File: config.mk
export PLATFORM = sky130hd
export DESIGN_NAME = pmu_ptable
export DESIGN_NICKNAME = d
export VERILOG_FILES = /design/src/design/pmu_pkg.sv /design/src/design/pmu_ptable.sv
export SDC_FILE = /design/constraint.sdc
export NUM_CORES = 2
export LEC_CHECK = 0
export BUFFER_PORTS_ARGS = -buffer_cell sky130_fd_sc_hd__buf_4
export CORE_MARGIN = 2
export CORE_UTILIZATION = 42
export CTS_BUF_LIST = sky130_fd_sc_hd__clkbuf_4
export DETAILED_ROUTE_END_ITERATION = 7
export GPL_ROUTABILITY_DRIVEN = 0
export SLEW_MARGIN = 20
export SYNTH_ARGS = -nofsm -noshare
export SYNTH_HDL_FRONTEND = slang
export SYNTH_SLANG_ARGS = --single-unit
File: constraint.sdc
create_clock -name clk -period 2.3 [get_ports clk]
set_clock_uncertainty 0.05 [all_clocks]
set_input_delay 0.115 -clock clk [delete_from_list [all_inputs] [get_ports clk]]
set_output_delay 0.115 -clock clk [all_outputs]
set_load 0.005 [all_outputs]
File: src/design/pmu_pkg.sv
`timescale 1ns / 1ps
// ----------------------------------------------------------------------------
// pmu_pkg
// Shared constants, codes and types of the paged memory unit.
// ----------------------------------------------------------------------------
package pmu_pkg;

  localparam int OFFSET_BITS = 8;
  localparam int PAGE_BITS   = 8;
  localparam int FRAME_COUNT = 16;

  localparam int FRAME_BITS = (FRAME_COUNT > 1) ? $clog2(FRAME_COUNT) : 1;
  localparam int CNT_BITS   = $clog2(FRAME_COUNT + 1);
  localparam int PT_DEPTH   = 1 << PAGE_BITS;
  localparam int MEM_DEPTH  = FRAME_COUNT << OFFSET_BITS;
  localparam int MEM_ABITS  = FRAME_BITS + OFFSET_BITS;

  // Transaction field widths
  localparam int MODE_W  = 2;
  localparam int PNUM_W  = 8;
  localparam int VA_W    = 16;
  localparam int BYTE_W  = 8;
  localparam int STAT_W  = 2;
  localparam int FOUT_W  = 4;

  // Modes
  localparam logic [MODE_W-1:0] MODE_MAP   = 2'd0;
  localparam logic [MODE_W-1:0] MODE_READ  = 2'd1;
  localparam logic [MODE_W-1:0] MODE_WRITE = 2'd2;

  // Status codes
  localparam logic [STAT_W-1:0] STAT_OK      = 2'd0;
  localparam logic [STAT_W-1:0] STAT_NOFRAME = 2'd1;
  localparam logic [STAT_W-1:0] STAT_FAULT   = 2'd2;

  typedef logic [PAGE_BITS-1:0] page_t;

  typedef struct packed {
    logic                  rd;
    logic                  wr;
    logic                  ex;
    logic [FRAME_BITS-1:0] frame;
  } pt_entry_t;

  typedef struct packed {
    logic      valid;
    pt_entry_t entry;
  } pt_lookup_t;

endpackage

File: src/design/pmu_ptable.sv
`timescale 1ns / 1ps
// ----------------------------------------------------------------------------
// pmu_ptable
// Page table: entry memory with a registered read, plus per-entry
// valid flops cleared at reset.
// ----------------------------------------------------------------------------
module pmu_ptable
  import pmu_pkg::*;
(
  input  logic       clk,
  input  logic       rst_n,
  input  logic       rd_en,
  input  page_t      rd_page,
  output pt_lookup_t rd_q,
  input  logic       wr_en,
  input  page_t      wr_page,
  input  pt_entry_t  wr_entry
);

  pt_entry_t           mem [PT_DEPTH];
  logic [PT_DEPTH-1:0] valid_r;
  pt_entry_t           entry_q_r;
  logic                valid_q_r;

  always_ff @(posedge clk) begin
    if (wr_en) begin
      mem[wr_page] <= wr_entry;
    end
    if (rd_en) begin
      entry_q_r <= mem[rd_page];
    end
  end

  always_ff @(posedge clk) begin
    if (!rst_n) begin
      valid_r   <= '0;
      valid_q_r <= 1'b0;
    end else begin
      if (wr_en) begin
        valid_r[wr_page] <= 1'b1;
      end
      if (rd_en) begin
        valid_q_r <= valid_r[rd_page];
      end
    end
  end

  assign rd_q.valid = valid_q_r;
  assign rd_q.entry = entry_q_r;

endmodule

== After elaboration in Yosys (flattened, before gate mapping) ==
Memory sizes are Yosys's and may differ from the RTL's. A register that Yosys moved wholly into a read port is not among the register bits.
Index checks and enable logic that the tools add are counted.

* Memory bits (writable): 1792
* Bits in registers: 257
* Memories kept: 1
* Output and inout bits: 8

* Reduce and logical (&&, ||, !) cells: 1
* Order comparisons: 3
* Bitwise operators: 1
* Muxes and demuxes: 6

{| class="wikitable"
|+ Memory list
! name !! words !! width !! read ports !! clocked after Yosys merged registers in !! write ports !! line !! text
|-
| mem || 256 || 7 || 1 || 1 || 1 || pmu_ptable.sv:20 || <nowiki>pt_entry_t mem [PT_DEPTH];</nowiki>
|}

{| class="wikitable"
|+ Operators with widths
! operator !! number
|-
| $or 256x256->256 || 1
|-
| $lt 8x9->1 const B || 2
|-
| $bmux 1 s8 || 1
|-
| $demux 1 s8 || 1
|-
| $ge 8x1->1 const B || 1
|-
| $mux 1 || 4
|-
| $logic_and 1x1->1 || 1
|}

== Logic depth before layout (Yosys ltp) ==
* Word-level depth: 5
* Gate-level depth with buffers: 11
* Depth with buffers taken out: 7

== Worst setup path after synthesis ==
OpenSTA, ideal clock, no wires.

* Kind: input-to-reg
* From: input rd_page[1]
* To: register, netlist name rd_q[4]
* Data arrival time: 2.005 ns
* Setup time: 0.259 ns
* Slack: -0.014 ns
* Stages on the path: 9
* Cells stage by stage: buf_2 clkbuf_1 buf_1 mux4_2 a22oi_1 a21oi_1 nor4_1 o22ai_1 or2_1

{| class="wikitable"
|+ RTL lines
! item !! line !! text
|-
| from (decl) || pmu_ptable.sv:13 || <nowiki>input page_t rd_page,</nowiki>
|}

==> flow_summary_export.csv <==
group,metric,value,unit
power,power_density,801,nW/µm²
critical_path,path_cells,"mux4_2 > a22oi_1 > buf_4 > a21oi_1 > nor4_1 > o22ai_1 > or2_1",
logic_synthesis,synth_edf_count,1799,
drt,drtIter0Drc,4821,
floorplan,io_pins,35,
power,power.leakage,31.8,nW
clock_tree,cts_htree_levels,6,
cells_and_area,area_delta_synth_final,21.9,%
timing,max_freq,407,MHz
cells_and_area,drive_gt1_frac,0.423,
logic_synthesis,syn_area,78200,µm²
global_route,grt_max_degree,105,
timing,drv_slew,0,
global_route,overflow,0,
clock_tree,cts.sinks,2056,
floorplan,core_area,185000,µm²
critical_path,path_delay_family,"simple AND/OR/NAND/NOR gates",
logic_synthesis,ys_ff_latch,2056,
cells_and_area,fin_cells,7854,
floorplan,initial_core_util,0.422,
worst_hold_path,hp-class,"in -> reg",
logic_synthesis,synth_top_flop_cell,"edfxtp_1",
drt,routedWlPerCell,26.8,µm
floorplan,die_x,436,µm
critical_path,crit_type,"reg -> reg",
power,peakVddDrop,0.492,mV
global_route,grt_usage,0.221,
logic_synthesis,ys_seq_area_frac,0.756,
critical_path,cpMaxStageDelayCell,"mux4_2",
floorplan,die_h,436,µm
drt,drtAntennaViolNets,0,
logic_synthesis,synth.distinct_cells,42,
timing,rsz0062_at_grt,"yes",
critical_path,worstPathArrival,3.45,ns
place,place_ws,-1.13,ns
drt,drc,0,
outcome,violations,"setup timing",
critical_path,cp-start-kind,"flop",
global_route,first_global_vias,44900,
place,port_buffers,34,
clock_tree,cts-root-buf,"clkbuf_4",
timing,timing.final.ws_setup,-0.156,ns
logic_synthesis,synth_fp_nets,3931,
power,p_total,76.4,mW
clock_tree,clockBufferDepth,4,
place,dpl.cell_count,6857,
critical_path,worst-path-buf-inv,1,
global_route,grt_pass1_wl,305000,µm
critical_path,slowest_delay,0.46,ns
timing,post-route-min-period,2.46,ns
floorplan,rows,158,
logic_synthesis,synthCells,3904,
place,dpl.hpwl,133000,µm
timing,setup_viol,7,
critical_path,cp-end-kind,"flop",
drt,via_count,43800,
clock_tree,cts_tree,"done",
drt,wirelength,211000,µm
cells_and_area,final_nets,5008,
drt,drt_first_pass_iters,5,
clock_tree,cts.clk_slew.worst_paths,0.08,ns
timing,maxSlewHeadroom,0.556,
critical_path,path_max_fanout,1,
job,maxCapViolCount,0,
logic_synthesis,synth-async-reset-ratio,0,
timing,min_period_over_period,1.07,
drt,routed_via_density,5.58,
clock_tree,cts_made_buffers,538,
critical_path,worst_ep_required_time,3.30,ns
logic_synthesis,ys_warn_count,0,
timing,hold_viol_final,0,
timing,worst_pin_slew,0.667,ns
floorplan,dieArea,190000,µm²
logic_synthesis,avgSynthCellArea,20.0,µm²
clock_tree,clkLatencyLatePin,1.34,ns
outcome,status,"finished with violations",
critical_path,r2r_slack,-0.16,ns
global_route,antenna_found_initial,8,
sequential cells by signal, indices dropped and copies added, names as in the netlist:
name       count
valid_q_r      1
rd_q           7
mem         1792
valid_r      256
final cells by class:
| type | count | area (µm²) |
|---|---|---|
| Fill cell | 15100 | 89900 |
| Multi-Input combinational cell | 1584 | 18800 |
| Antenna cell | 12 | 30.0 |
| Clock buffer | 844 | 6340 |
| Inverter | 4 | 15.0 |
| Timing Repair Buffer | 797 | 7540 |
| Clock inverter | 77 | 370 |
| Sequential cell | 2056 | 59200 |
| Tap cell | 2480 | 3100 |
routing by layer:
| layer | vias to the layer above | track usage | routed length (µm) |
|---|---|---|---|
| met5 | - | 0 | 0 |
| met4 | 0 | 0.0727 | 5170 |
| met3 | 325 | 0.0489 | 16100 |
| met2 | 1912 | 0.352 | 103000 |
| met1 | 22900 | 0.302 | 86600 |
| li1 | 18700 | - | - |
power breakdown:
part / leakage (nW) / switching [mW] / internal [mW]
clock network: 4.08 / 14.4 / 16.9
logic: 9.51 / 2.64 / 1.88
registers: 18.2 / 0.0448 / 40.6
total: 31.8 / 17.1 / 59.4
per-stage QoR:
stage               setup TNS, ns  area, µm²  hold slack [ns]  utilization
floorplan                       0      78200            0.164            -
global placement            -6.23      87000            0.390        0.470
detailed placement          -6.25      87000            0.397        0.470
CTS                        -0.664      95100          0.00600        0.513
global route                -1.21      95400           0.0398        0.515
finish                     -0.710      95400            0.144        0.515
synthesized netlist by cell type, drive strengths merged (2+ instances only):
cell / count / share of area
edfxtp: 1799 / 0.69
mux4: 503 / 0.14
nor2: 265 / 0.013
dfxtp: 257 / 0.066
o21a: 256 / 0.025
a22oi: 235 / 0.023
clkbuf: 171 / 0.0082
a21oi: 120 / 0.0077
buf: 89 / 0.0063
nand2: 36 / 0.0017
nor4: 32 / 0.0026
nand3: 26 / 0.0017
mux2i: 22 / 0.0028
o22ai: 16 / 0.0013
nor2b: 11 / 0.00088
nand4: 10 / 0.00080
or2: 9 / 0.00072
nor3: 7 / 0.00045
nand2b: 6 / 0.00048
o221ai: 6 / 0.00067
inv: 4 / 0.00019
a221oi: 3 / 0.00034
o21ai: 3 / 0.00019
a211oi: 2 / 0.00019
and2: 2 / 0.00016
or3: 2 / 0.00016
final timing paths:
path	startpoint	end	cells past startpoint
setup / recovery	mem[88][1]	rd_q[1]	7
hold / removal	rd_page[3]	valid_q_r	6
setup reg to reg	mem[88][1]	rd_q[1]	7
hold reg to reg	valid_r[250]	valid_r[250]	1
worst min-delay path, cell delays in order:
cell and delay (ns):
dlygate4sd3_1 0.52, buf_4 0.23, buf_4 0.18, a211o_1 0.13
nand2_1 0.07, o31ai_1 0.18
logic make-up (layout without fill, tap and decap cells):
| group | Yosys count | count (layout) | share of synthesized area |
|---|---|---|---|
| flip-flops | 2056 | 2056 | 0.756 |
| AO/OA/AOI/OAI | 650 | 650 | 0.0584 |
| multiplexers | 526 | 526 | 0.148 |
| AND/OR/NAND/NOR | 408 | 408 | 0.0226 |
| buffers and inverters | 264 | 1722 | 0.0147 |
| other | 0 | 12 | 0 |
placed cells by master (no fill, tap or decap), types with 12 or more instances in the layout:
cell	Yosys	layout
edfxtp_1	1799	1799
clkbuf_4	0	844
buf_4	14	623
mux4_2	503	503
nor2_1	265	261
dfxtp_1	257	257
o21a_1	256	256
a22oi_1	235	155
buf_12	0	98
a21oi_1	120	82
a22oi_2	0	80
clkinv_1	0	60
dlygate4sd3_1	0	56
nand2_1	36	35
a21oi_2	0	32
nand3_1	26	26
mux2i_1	22	22
nor4_2	0	19
diode_2	0	12
inv_2	0	12
repair_timing:
item	in CTS	in global routing
endpoints found under the hold margin	3855	0
pin swaps	49	29
buffers inserted	0	0
gates resized for setup	119	56
hold buffers	65	0
setup endpoints to repair	10	120
(Power assumes the default switching activity.)
